### config.mk
export PLATFORM = sky130hd
export DESIGN_NAME = led_bar_pattern_sequencer
export DESIGN_NICKNAME = d
export VERILOG_FILES = /design/src/design/lbps_pkg.sv /design/src/design/lbps_ram.sv /design/src/design/lbps_pattern.sv /design/src/design/led_bar_pattern_sequencer.sv
export VERILOG_INCLUDE_DIRS = /design/src /design/src/design
export SDC_FILE = /design/constraint.sdc
export NUM_CORES = 2
export LEC_CHECK = 0
export ABC_AREA = 1
export ABC_CLOCK_PERIOD_IN_PS = 7100
export BUFFER_PORTS_ARGS = -buffer_cell sky130_fd_sc_hd__clkbuf_2
export CAP_MARGIN = 10
export CORE_UTILIZATION = 30
export DETAILED_ROUTE_END_ITERATION = 8
export PLACE_DENSITY = 0.45
export SYNTH_ARGS = -nofsm -noshare
export SYNTH_HDL_FRONTEND = slang
export SYNTH_SLANG_ARGS = --single-unit
### constraint.sdc
create_clock -name clk -period 7.1 [get_ports clk]
set_clock_uncertainty 0.1 [all_clocks]
set_input_delay 0.355 -clock clk [delete_from_list [all_inputs] [get_ports clk]]
set_output_delay 0.355 -clock clk [all_outputs]
set_load 0.1 [all_outputs]
### src/design/led_bar_pattern_sequencer_macros.svh
// Assertion helpers shared by the sequencer RTL.
`ifndef LED_BAR_PATTERN_SEQUENCER_MACROS_SVH
`define LED_BAR_PATTERN_SEQUENCER_MACROS_SVH

// Check that a condition implies another in the same cycle.
`define LBPS_ASSERT_SAME(label, a, c, msg) \
	label: assert property (@(posedge clk) disable iff (!arst_n) (a) |-> (c)) \
		else $error(msg);

// Check that a condition implies another in the next cycle.
`define LBPS_ASSERT_NEXT(label, a, c, msg) \
	label: assert property (@(posedge clk) disable iff (!arst_n) (a) |=> (c)) \
		else $error(msg);

`endif

### src/design/lbps_pkg.sv
package lbps_pkg;

	localparam int WORD_BITS = 16;

	// Operation codes
	localparam logic [2:0] OP_SET_BARS = 3'd0;
	localparam logic [2:0] OP_CLEAR    = 3'd1;
	localparam logic [2:0] OP_SET_ALL  = 3'd2;
	localparam logic [2:0] OP_STOP     = 3'd3;
	localparam logic [2:0] OP_PAUSE    = 3'd4;
	localparam logic [2:0] OP_RESUME   = 3'd5;
	localparam logic [2:0] OP_TICK     = 3'd6;

	// Pattern numbers
	localparam logic [3:0] PAT_NONE      = 4'd0;
	localparam logic [3:0] PAT_INCREMENT = 4'd1;
	localparam logic [3:0] PAT_DECREMENT = 4'd2;
	localparam logic [3:0] PAT_CHASE     = 4'd3;
	localparam logic [3:0] PAT_GROW      = 4'd4;
	localparam logic [3:0] PAT_SHRINK    = 4'd5;
	localparam logic [3:0] PAT_HEART     = 4'd6;
	localparam logic [3:0] PAT_BOUNCE    = 4'd7;
	localparam logic [3:0] PAT_RANDOM    = 4'd8;
	localparam logic [3:0] PAT_WAVE      = 4'd9;
	localparam logic [3:0] PAT_ALT       = 4'd10;

	// Register indexes
	localparam logic [1:0] REG_SPEED   = 2'd0;
	localparam logic [1:0] REG_PINS    = 2'd1;
	localparam logic [1:0] REG_CHIPS   = 2'd2;
	localparam logic [1:0] REG_REPEATS = 2'd3;

	// Sources for the chip word writer
	localparam logic [1:0] SRC_VEC  = 2'd0;
	localparam logic [1:0] SRC_PIN  = 2'd1;
	localparam logic [1:0] SRC_ONES = 2'd2;

	localparam logic [15:0] LFSR_SEED = 16'hACE1;
	localparam logic [15:0] LFSR_TAPS = 16'hB400;
	localparam logic [15:0] ALT_ODD   = 16'h5555;
	localparam logic [15:0] ALT_EVEN  = 16'hAAAA;
	localparam logic [15:0] ALL_ONES  = 16'hFFFF;
	localparam logic [63:0] RECIP10   = 64'h00000000CCCCCCCD;

	typedef struct packed {
		logic [3:0]  pattern;
		logic [7:0]  step;
		logic [15:0] lfsr;
	} pat_req_t;

	function automatic logic [15:0] low_mask(input logic [4:0] n);
		logic [15:0] m;
		if (n >= 5'd16) begin
			m = ALL_ONES;
		end else begin
			m = (16'd1 << n[3:0]) - 16'd1;
		end
		return m;
	endfunction

endpackage

### src/design/lbps_ram.sv
module lbps_ram #(
	parameter int WIDTH = 16,
	parameter int DEPTH = 8,
	parameter int AW = (DEPTH > 1) ? $clog2(DEPTH) : 1
) (
	input  logic             clk,
	input  logic             we,
	input  logic [AW-1:0]    waddr,
	input  logic [WIDTH-1:0] wdata,
	input  logic             re,
	input  logic [AW-1:0]    raddr,
	output logic [WIDTH-1:0] rdata
);

	logic [WIDTH-1:0] mem [DEPTH];

	// Write port and registered read port
	always_ff @(posedge clk) begin
		if (we) begin
			mem[waddr] <= wdata;
		end
		if (re) begin
			rdata <= mem[raddr];
		end
	end

endmodule

### src/design/lbps_pattern.sv
module lbps_pattern import lbps_pkg::*; #(
	parameter int TW = 8
) (
	input  pat_req_t        req,
	input  logic [TW-1:0]   total,
	input  logic [TW-1:0]   step_mod,
	output logic [15:0]     st,
	output logic [15:0]     lfsr_next
);

	localparam int SW = ((TW > 8) ? TW : 8) + 2;

	logic signed [SW-1:0] s, tot, half, lim, down, one_s, zero_s;
	logic [15:0] prod3;
	logic [7:0]  q3;
	logic [1:0]  sm3;

	// Advance the Galois LFSR by one step
	always_comb begin
		lfsr_next = req.lfsr >> 1;
		if (req.lfsr[0]) begin
			lfsr_next = (req.lfsr >> 1) ^ LFSR_TAPS;
		end
	end

	// Step modulo three by reciprocal multiply
	always_comb begin
		prod3 = 16'(req.step) * 16'd171;
		q3 = {1'b0, prod3[15:9]};
		sm3 = 2'(req.step - (q3 + {q3[6:0], 1'b0}));
	end

	// Build one 16-bit pattern word, bit by bit
	always_comb begin
		logic signed [SW-1:0] jj, k;
		logic [1:0] jm3;
		logic b;
		one_s = signed'(SW'(1));
		zero_s = signed'(SW'(0));
		s = signed'(SW'(req.step));
		tot = signed'(SW'(total));
		half = signed'(SW'(total >> 1));
		lim = (s < half) ? (s + one_s) : (tot - s + half);
		down = tot - one_s - s;
		st = 16'd0;
		jm3 = 2'd0;
		for (int j = 0; j < 16; j++) begin
			jj = signed'(SW'(j));
			k = tot - one_s - jj;
			case (req.pattern)
				PAT_INCREMENT, PAT_BOUNCE: b = (jj == s);
				PAT_DECREMENT: b = (jj == down);
				PAT_CHASE: b = (step_mod == TW'(j));
				PAT_GROW: b = (jj <= s);
				PAT_SHRINK: b = (jj >= s) && (jj < tot);
				PAT_HEART: b = (jj < lim) || ((k >= zero_s) && (k < lim));
				PAT_WAVE: b = (jj < tot) && (({1'b0, jm3} + {1'b0, sm3} == 3'd0) ||
					({1'b0, jm3} + {1'b0, sm3} == 3'd3));
				PAT_RANDOM: b = lfsr_next[j];
				PAT_ALT: b = req.step[0] ? ALT_ODD[j] : ALT_EVEN[j];
				default: b = 1'b0;
			endcase
			st[j] = b;
			jm3 = (jm3 == 2'd2) ? 2'd0 : jm3 + 2'd1;
		end
	end

endmodule

### src/design/led_bar_pattern_sequencer.sv
// LED bar pattern sequencer.
// Input stream s_axis: tuser carries the operation, tdata the pin combination
// and the pattern number. Output stream m_axis: one transaction per chip word,
// highest chip first, with tuser set; tlast marks the final transaction of a
// command. Commands that send no frame return one status transaction with
// tuser low. Registers are written through cfg_we/cfg_index/cfg_data; the
// user must write them only while the block is idle (not enforced here).
// Flow: the chip words live in a one-port-write, registered-read RAM. A
// frame is read out chip by chip (read, then load into the output), after
// a write pass over all chips when the words are rewritten first. A decimal
// digit list costs, per digit, one multiply by the reciprocal of ten and
// one update. An animation step adds the step modulo and pattern generation;
// an automatic stop sends a second cleared frame. s_axis_tready is high only
// in the idle state, so one command is handled at a time.
// Reset clears all words (valid bits) and the pattern state and reloads the LFSR seed.
// When m_axis_tready is low the held transaction stays and the block waits.
`include "led_bar_pattern_sequencer_macros.svh"
module led_bar_pattern_sequencer import lbps_pkg::*; #(
	parameter int MAX_CHIPS = 8
) (
	input  logic        clk,
	input  logic        arst_n,
	input  logic        s_axis_tvalid,
	output logic        s_axis_tready,
	// [31:0] pin_combination, [35:32] pattern_id, [39:36] zero
	input  logic [39:0] s_axis_tdata,
	// [2:0] operation
	input  logic [2:0]  s_axis_tuser,
	output logic        m_axis_tvalid,
	input  logic        m_axis_tready,
	// [2:0] chip_index, [18:3] chip_word, [22:19] current_pattern,
	// [23] pattern_complete, [24] last_error, [31:25] zero
	output logic [31:0] m_axis_tdata,
	// [0] frame_sent
	output logic        m_axis_tuser,
	output logic        m_axis_tlast,
	input  logic        cfg_we,
	input  logic [1:0]  cfg_index,
	input  logic [15:0] cfg_data
);

	localparam int CW  = (MAX_CHIPS > 1) ? $clog2(MAX_CHIPS) : 1;
	localparam int CNW = $clog2(MAX_CHIPS + 1);
	localparam int TW  = $clog2(16 * MAX_CHIPS + 1);

	localparam logic [3:0] ST_IDLE = 4'd0;
	localparam logic [3:0] ST_DMUL = 4'd1;
	localparam logic [3:0] ST_DUPD = 4'd2;
	localparam logic [3:0] ST_MOD  = 4'd3;
	localparam logic [3:0] ST_PAT  = 4'd4;
	localparam logic [3:0] ST_WR   = 4'd5;
	localparam logic [3:0] ST_ERD  = 4'd6;
	localparam logic [3:0] ST_ELD  = 4'd7;
	localparam logic [3:0] ST_STAT = 4'd8;

	logic [15:0] speed_q;
	logic [4:0]  pins_q;
	logic [3:0]  chips_q;
	logic [7:0]  maxrep_q;

	logic [3:0]  active_q;
	logic [7:0]  step_q;
	logic [7:0]  rep_q;
	logic        paused_q;
	logic [15:0] ticks_q;
	logic        err_q;
	logic [15:0] lfsr_q;
	logic [MAX_CHIPS-1:0] valid_q;

	logic [3:0]    state_q;
	logic [1:0]    src_q;
	logic [31:0]   pc_q;
	logic [63:0]   prod_q;
	logic [15:0]   vec_q;
	logic [TW-1:0] pin_q;
	logic [TW-1:0] base_q;
	logic [CW-1:0] cnt_q;
	logic [TW-1:0] modr_q;
	logic [2:0]    modi_q;
	logic          auto_q;

	logic          m_tvalid_q;
	logic [31:0]   m_tdata_q;
	logic          m_tuser_q;
	logic          m_tlast_q;

	logic [4:0]     pins_eff;
	logic [CNW-1:0] chips_eff;
	logic [TW-1:0]  total;
	logic [CW-1:0]  cnt_top;
	logic           complete;
	logic           s_accept;
	logic           out_free;
	logic [31:0]    pc_in;
	logic [3:0]     pat_in;
	logic [15:0]    rd_word;
	logic [15:0]    wr_word;
	logic [15:0]    st;
	logic [15:0]    lfsr_nxt;
	pat_req_t       preq;
	logic [28:0]    q10;
	logic [3:0]     dig;
	logic [TW:0]    mod_t;
	logic [15:0]    tick_nx;
	logic [8:0]     step_nx;
	logic [7:0]     rep_nx;
	logic [TW:0]    base_end;
	logic [TW-1:0]  pin_off;
	logic           load_en;
	logic           load_frame;
	logic           load_last;

	// Saturate sizes and form the total pin count
	always_comb begin
		pins_eff = pins_q;
		if (pins_q == 5'd0) begin
			pins_eff = 5'd1;
		end else if (pins_q > 5'd16) begin
			pins_eff = 5'd16;
		end
		if (chips_q == 4'd0) begin
			chips_eff = CNW'(1);
		end else if (chips_q > MAX_CHIPS) begin
			chips_eff = CNW'(MAX_CHIPS);
		end else begin
			chips_eff = CNW'(chips_q);
		end
		total = TW'(pins_eff) * TW'(chips_eff);
		cnt_top = CW'(chips_eff - CNW'(1));
	end

	assign complete = (active_q == PAT_NONE) || ((maxrep_q != 8'd0) && (rep_q >= maxrep_q));
	assign s_axis_tready = (state_q == ST_IDLE);
	assign s_accept = s_axis_tvalid && s_axis_tready;
	assign out_free = !m_tvalid_q || m_axis_tready;
	assign pc_in = s_axis_tdata[31:0];
	assign pat_in = s_axis_tdata[35:32];

	// Decimal digit split from the registered reciprocal product
	always_comb begin
		q10 = prod_q[63:35];
		dig = 4'(pc_q - ({q10, 3'b000} + {2'b00, q10, 1'b0}));
	end

	// Restoring step modulo, one bit a cycle
	assign mod_t = {modr_q, step_q[modi_q]};

	assign tick_nx = (ticks_q == ALL_ONES) ? ticks_q : ticks_q + 16'd1;
	assign step_nx = {1'b0, step_q} + 9'd1;
	assign rep_nx = rep_q + 8'd1;

	// Pattern generator
	assign preq = '{pattern: active_q, step: step_q, lfsr: lfsr_q};

	lbps_pattern #(.TW(TW)) u_pattern (
		.req       (preq),
		.total     (total),
		.step_mod  (modr_q),
		.st        (st),
		.lfsr_next (lfsr_nxt)
	);

	// Chip word for the writer
	always_comb begin
		base_end = {1'b0, base_q} + (TW + 1)'(pins_eff);
		pin_off = pin_q - base_q;
		case (src_q)
			SRC_ONES: wr_word = ALL_ONES;
			SRC_PIN: wr_word = ((pin_q >= base_q) && ({1'b0, pin_q} < base_end)) ?
				(16'd1 << pin_off[3:0]) : 16'd0;
			SRC_VEC: wr_word = (base_q >= TW'(16)) ? 16'd0 :
				((vec_q >> base_q[3:0]) & low_mask(pins_eff));
			default: wr_word = 16'd0;
		endcase
	end

	lbps_ram #(.WIDTH(WORD_BITS), .DEPTH(MAX_CHIPS)) u_words (
		.clk   (clk),
		.we    (state_q == ST_WR),
		.waddr (cnt_q),
		.wdata (wr_word),
		.re    (state_q == ST_ERD),
		.raddr (cnt_q),
		.rdata (rd_word)
	);

	// Output load decisions
	always_comb begin
		load_en = out_free && ((state_q == ST_ELD) || (state_q == ST_STAT));
		load_frame = (state_q == ST_ELD);
		load_last = (state_q == ST_STAT) || ((cnt_q == CW'(0)) && !auto_q);
	end

	// Control and state registers
	always_ff @(posedge clk or negedge arst_n) begin
		if (!arst_n) begin
			speed_q <= 16'd100;
			pins_q <= 5'd8;
			chips_q <= 4'd1;
			maxrep_q <= 8'd0;
			active_q <= PAT_NONE;
			step_q <= 8'd0;
			rep_q <= 8'd0;
			paused_q <= 1'b0;
			ticks_q <= 16'd0;
			err_q <= 1'b0;
			lfsr_q <= LFSR_SEED;
			valid_q <= '0;
			state_q <= ST_IDLE;
			auto_q <= 1'b0;
		end else begin
			// Take register writes
			if (cfg_we) begin
				case (cfg_index)
					REG_SPEED: speed_q <= cfg_data;
					REG_PINS: pins_q <= cfg_data[4:0];
					REG_CHIPS: begin
						chips_q <= cfg_data[3:0];
						valid_q <= '0;
					end
					REG_REPEATS: begin
						maxrep_q <= cfg_data[7:0];
						rep_q <= 8'd0;
					end
					default: ;
				endcase
			end
			case (state_q)
				ST_IDLE: begin
					if (s_accept) begin
						base_q <= '0;
						vec_q <= 16'd0;
						case (s_axis_tuser)
							OP_SET_BARS: begin
								if (pat_in > PAT_ALT) begin
									err_q <= 1'b1;
									state_q <= ST_STAT;
								end else if (pat_in != PAT_NONE) begin
									valid_q <= '0;
									active_q <= pat_in;
									step_q <= 8'd0;
									rep_q <= 8'd0;
									ticks_q <= 16'd0;
									cnt_q <= cnt_top;
									state_q <= ST_ERD;
								end else begin
									valid_q <= '0;
									active_q <= PAT_NONE;
									pc_q <= pc_in;
									if (pc_in <= 32'(total)) begin
										pin_q <= TW'(pc_in - 32'd1);
										src_q <= SRC_PIN;
										// Pin zero lights nothing: read out the cleared frame
										cnt_q <= (pc_in == 32'd0) ? cnt_top : '0;
										state_q <= (pc_in == 32'd0) ? ST_ERD : ST_WR;
									end else begin
										state_q <= ST_DMUL;
									end
								end
							end
							OP_CLEAR, OP_STOP: begin
								active_q <= PAT_NONE;
								valid_q <= '0;
								cnt_q <= cnt_top;
								state_q <= ST_ERD;
							end
							OP_SET_ALL: begin
								active_q <= PAT_NONE;
								src_q <= SRC_ONES;
								cnt_q <= '0;
								state_q <= ST_WR;
							end
							OP_PAUSE: begin
								paused_q <= 1'b1;
								state_q <= ST_STAT;
							end
							OP_RESUME: begin
								paused_q <= 1'b0;
								ticks_q <= 16'd0;
								state_q <= ST_STAT;
							end
							OP_TICK: begin
								if ((active_q == PAT_NONE) || paused_q) begin
									state_q <= ST_STAT;
								end else if (tick_nx < speed_q) begin
									ticks_q <= tick_nx;
									state_q <= ST_STAT;
								end else begin
									ticks_q <= 16'd0;
									modr_q <= '0;
									modi_q <= 3'd7;
									state_q <= ST_MOD;
								end
							end
							default: state_q <= ST_STAT;
						endcase
					end
				end
				ST_DMUL: begin
					prod_q <= {32'd0, pc_q} * RECIP10;
					state_q <= ST_DUPD;
				end
				ST_DUPD: begin
					// Mark the digit and drop it from the number
					if ((dig != 4'd0) && (dig <= total)) begin
						vec_q[dig - 4'd1] <= 1'b1;
					end
					pc_q <= {3'b000, q10};
					if (q10 == 29'd0) begin
						src_q <= SRC_VEC;
						cnt_q <= '0;
						state_q <= ST_WR;
					end else begin
						state_q <= ST_DMUL;
					end
				end
				ST_MOD: begin
					modr_q <= (mod_t >= {1'b0, total}) ? TW'(mod_t - {1'b0, total}) :
						TW'(mod_t);
					modi_q <= modi_q - 3'd1;
					if (modi_q == 3'd0) begin
						state_q <= ST_PAT;
					end
				end
				ST_PAT: begin
					// Latch the step word and advance step and repeat counts
					if (active_q == PAT_RANDOM) begin
						lfsr_q <= lfsr_nxt;
					end
					vec_q <= st;
					src_q <= SRC_VEC;
					cnt_q <= '0;
					valid_q <= '0;
					if (step_nx >= 9'(total)) begin
						step_q <= 8'd0;
						rep_q <= rep_nx;
						if ((maxrep_q != 8'd0) && (rep_nx >= maxrep_q)) begin
							active_q <= PAT_NONE;
							auto_q <= 1'b1;
						end
					end else begin
						step_q <= step_nx[7:0];
					end
					state_q <= ST_WR;
				end
				ST_WR: begin
					valid_q[cnt_q] <= 1'b1;
					base_q <= TW'(base_end);
					if (cnt_q == cnt_top) begin
						state_q <= ST_ERD;
					end else begin
						cnt_q <= cnt_q + CW'(1);
					end
				end
				ST_ERD: begin
					state_q <= ST_ELD;
				end
				ST_ELD: begin
					if (out_free) begin
						if (cnt_q == CW'(0)) begin
							if (auto_q) begin
								// Follow the last step with a cleared frame
								auto_q <= 1'b0;
								valid_q <= '0;
								cnt_q <= cnt_top;
								state_q <= ST_ERD;
							end else begin
								state_q <= ST_IDLE;
							end
						end else begin
							cnt_q <= cnt_q - CW'(1);
							state_q <= ST_ERD;
						end
					end
				end
				ST_STAT: begin
					if (out_free) begin
						state_q <= ST_IDLE;
					end
				end
				default: state_q <= ST_IDLE;
			endcase
		end
	end

	// Output register valid
	always_ff @(posedge clk or negedge arst_n) begin
		if (!arst_n) begin
			m_tvalid_q <= 1'b0;
		end else if (load_en) begin
			m_tvalid_q <= 1'b1;
		end else if (m_axis_tready) begin
			m_tvalid_q <= 1'b0;
		end
	end

	// Output register payload
	always_ff @(posedge clk) begin
		if (load_en) begin
			m_tuser_q <= load_frame;
			m_tlast_q <= load_last;
			m_tdata_q <= {7'd0, err_q, complete, active_q,
				(load_frame && valid_q[cnt_q]) ? rd_word : 16'd0,
				load_frame ? 3'(cnt_q) : 3'd0};
		end
	end

	assign m_axis_tvalid = m_tvalid_q;
	assign m_axis_tdata = m_tdata_q;
	assign m_axis_tuser = m_tuser_q;
	assign m_axis_tlast = m_tlast_q;

	`LBPS_ASSERT_NEXT(a_accept_leaves_idle, s_accept, state_q != ST_IDLE, "accept stayed idle")
	`LBPS_ASSERT_SAME(a_last_frame_chip0, m_axis_tvalid && m_axis_tuser && m_axis_tlast,
		m_axis_tdata[2:0] == 3'd0, "last frame word not chip zero")
	`LBPS_ASSERT_SAME(a_status_item, m_axis_tvalid && !m_axis_tuser,
		m_axis_tlast && (m_axis_tdata[18:0] == 19'd0), "malformed status item")
	`LBPS_ASSERT_SAME(a_complete_pattern, m_axis_tvalid && !m_axis_tdata[23],
		m_axis_tdata[22:19] != PAT_NONE, "incomplete with no pattern")

endmodule

==> impl_metrics.json <==
{
  "crit_slowest_cell": "fa_1",
  "synth_compound_area_share_pct": 9.872,
  "r2r_end": "prod_q[59]",
  "cts_buffers": 52,
  "area_growth_pct": 15.86,
  "worst_pin_slew_ns": 1.164,
  "synthArstFlopShare_pct": 26.51,
  "grt_use_total_pct": 20.16,
  "cp.arrival_ns": 7.21,
  "clkTransAtPathRegs_ns": 0.06,
  "yosys.area.top_type_share_pct": 18.91,
  "finalWorstPathRequiredPeriod_ns": 6.931,
  "hp-class": "primary input to flop",
  "layout_commonest_cell": "inv_1",
  "final_cell_mix": "1125 x inv_1, 902 x nand2_1, 594 x ha_1",
  "finalHoldViolCount": 0,
  "nets": 7058,
  "final_area_sq_um": 53600,
  "maxSlewViolCount": 0,
  "synth_largest_area_cell": "fa_1",
  "gp_congestion": 0.9195,
  "cp-end-kind": "flop",
  "synth.area.mux_share_pct": 0.2055,
  "slew_headroom_pct": 21.58,
  "wl_um": 158000,
  "first_global_vias": 38202,
  "root_buffer": "clkbuf_16",
  "worstHoldPathCells": 3,
  "fin_ws_ns": 0.1687,
  "grt_max_degree": 75,
  "placeableCoreArea_sq_um": 152400,
  "ant_nets": 0,
  "synth_area_leaders": "fa_1 19%, edfxtp_1 18%, ha_1 17%",
  "final_core_util_pct": 35.16,
  "reg2reg_from": "pc_q[12]",
  "drtIter0Drc": 2530,
  "path_common_cell": "fa_1",
  "start_util_pct": 30.35,
  "yosysUniqueCellTypes": 71,
  "netlist_area_sq_um": 46260,
  "yosys_warnings": 0,
  "pre_cts_slack_ns": -0.2402,
  "setup_violations": 0,
  "cap_violations": 0,
  "synth_top_family_by_area": "adder cells",
  "io_pins": 102,
  "rsz0062_at_grt": "true",
  "ys_seq_area_share_pct": 23.67,
  "drtPass1Iterations": 5,
  "cts_tree": "yes",
  "yosys_most_used_dff": "edfxtp_1",
  "syn_avg_cell_area_sq_um": 8.323,
  "drc": 0,
  "clk_latency_ns": 0.66,
  "required_ns": 7.38,
  "cp-start-kind": "flop",
  "hold_start": "s_axis_tdata[23]",
  "dp_hpwl_um": 131300,
  "fp.dieH_um": 394.7,
  "synthAdderAreaFrac_pct": 35.60,
  "htree_levels": 2,
  "reg2reg_depth": 24,
  "ys_seq_elements": 381,
  "place_area_sq_um": 50910,
  "fmax_mhz": 144.3,
  "status": "finished, final reports clean",
  "rows": 143,
  "rrSetupSlack_ns": 0.17,
  "io_buffer_count": 90,
  "dr_total_vias": 38125,
  "min_period_over_period_pct": 97.62,
  "min_to": "pc_q[23]",
  "crit_type": "flop to flop",
  "drive_above_1_share_pct": 11.15,
  "grt_pass1_wl_um": 238700,
  "clock_tree.buffer_depth": 3,
  "vias_per_cell": 4.758,
  "die_area_sq_um": 155800,
  "antenna_found_initial": 8,
  "critPathMaxStageDelay_ns": 0.60,
  "synth_edf_count": 280,
  "crit_path_max_fanout": 4,
  "wl_per_cell_um": 19.72,
  "clock_sinks": 381,
  "synthSimpleGateAreaFrac_pct": 17.21,
  "crit_chain": "ha_4 > inv_1 > fa_1 > inv_1 > fa_1 > fa_1 > fa_1 > inv_1 > fa_1 > inv_1 > fa_1 > fa_1 > ha_1 > nand2_1 > buf_4 > nor2_1 > nand2_1 > o21ai_0 > a21oi_2 > nor3_1 > nor2_2 > inv_2 > a21oi_2 > xnor2_1",
  "grt-ovfl-total": 0,
  "die-width_um": 394.7,
  "synth_cells": 5558,
  "synth_xor_area_share_pct": 2.878
}
-- registers in the layout (all words and copies together), names as in the netlist, 25 cells and up --
| signal | flops |
|---|---|
| m_axis_tdata | 25 |
| pc_q | 32 |
| prod_q | 29 |
| u_words.mem | 128 |
-- cell usage after synthesis (all sizes together) (2+ instances only) --
cell	instances
inv	1161
nand2	927
ha	617
nor2	599
fa	437
o21ai	330
edfxtp	280
a21oi	263
nand3	221
xor2	104
dfrtp	88
clkbuf	60
nor3	55
xnor2	48
buf	45
nand4	43
a31oi	29
o2111ai	24
a211oi	23
nor4	22
o211ai	22
or2	17
dfstp	13
o21a	12
o22ai	11
a221oi	10
a32o	10
nand3b	9
o21bai	9
o31ai	9
a21o	7
a41oi	7
a2111oi	6
mux2i	5
o32ai	5
clkinv	4
mux2	4
o221ai	4
o311ai	3
a21boi	2
a22oi	2
and3	2
-- kinds of logic (layout without fill, tap and decap cells) --
group / after synthesis / count (layout)
other: 1 / 10
adder cells (fa/ha/maj): 1054 / 1054
XOR/XNOR: 152 / 152
flip-flops: 381 / 381
AO/OA/AOI/OAI: 794 / 794
multiplexers: 9 / 9
AND/OR/NAND/NOR: 1897 / 1897
buffers and inverters: 1270 / 1686
-- how the worst max path moves through the flow --
stage	start	endpoint	slack, ns
floorplan	pc_q[18]	prod_q[61]	0.34
global placement	pc_q[1]	prod_q[55]	-0.21
detailed placement	pc_q[14]	prod_q[57]	-0.24
CTS	pc_q[16]	prod_q[61]	-0.04
global route	pc_q[19]	prod_q[57]	-0.02
finish	pc_q[12]	prod_q[59]	0.17
-- critical path: cells and delay by family, from the launching register on --
kind                     cells  cell delay, ns
flip-flops                   1            0.49
AO/OA/AOI/OAI                3            0.40
buffers and inverters        6            0.48
adder cells (fa/ha/maj)      9            4.30
XOR/XNOR                     1            0.14
AND/OR/NAND/NOR              5            0.77
-- layout make-up --
type | instances | area, sq um
Antenna cell | 3 | 7.507
Clock buffer | 61 | 1356
Clock inverter | 35 | 367.9
Fill cell | 16091 | 98840
Inverter | 1165 | 4380
Multi-Input combinational cell | 3913 | 30910
Sequential cell | 381 | 10950
Tap cell | 2030 | 2540
Timing Repair Buffer | 425 | 3085
-- layer usage --
layer / up-vias / GRT usage (%) / part of all wire (%)
met5: - / 0 / 0.019
met4: 6 / 3.703 / 2.0
met3: 137 / 1.928 / 3.9
met2: 706 / 32.93 / 46
met1: 18581 / 28.95 / 48
li1: 18695 / - / -
-- timing repair --
item	4_1_cts	5_1_grt
hold endpoints to repair	82	0
resized for setup	13	73
buffers inserted	5	19
endpoints found under the setup margin	8	34
hold buffers	37	0
cloned	0	0
pin swaps	2	31
-- per-stage QoR --
stage,TNS (ns),cells,hold slack (ns)
3_3_place_gp,-0.7743,7853,0.2762
5_1_grt,-0.03505,8010,0.04183
3_5_place_dp,-0.9585,7853,0.2849
4_1_cts,-0.07322,7991,0.01239
6_report,0,8013,0.03265
2_1_floorplan,0,5564,-0.04059
Power is not shown: default switching activity piles up to over one toggle a cycle in this logic, so the estimate is an artifact.
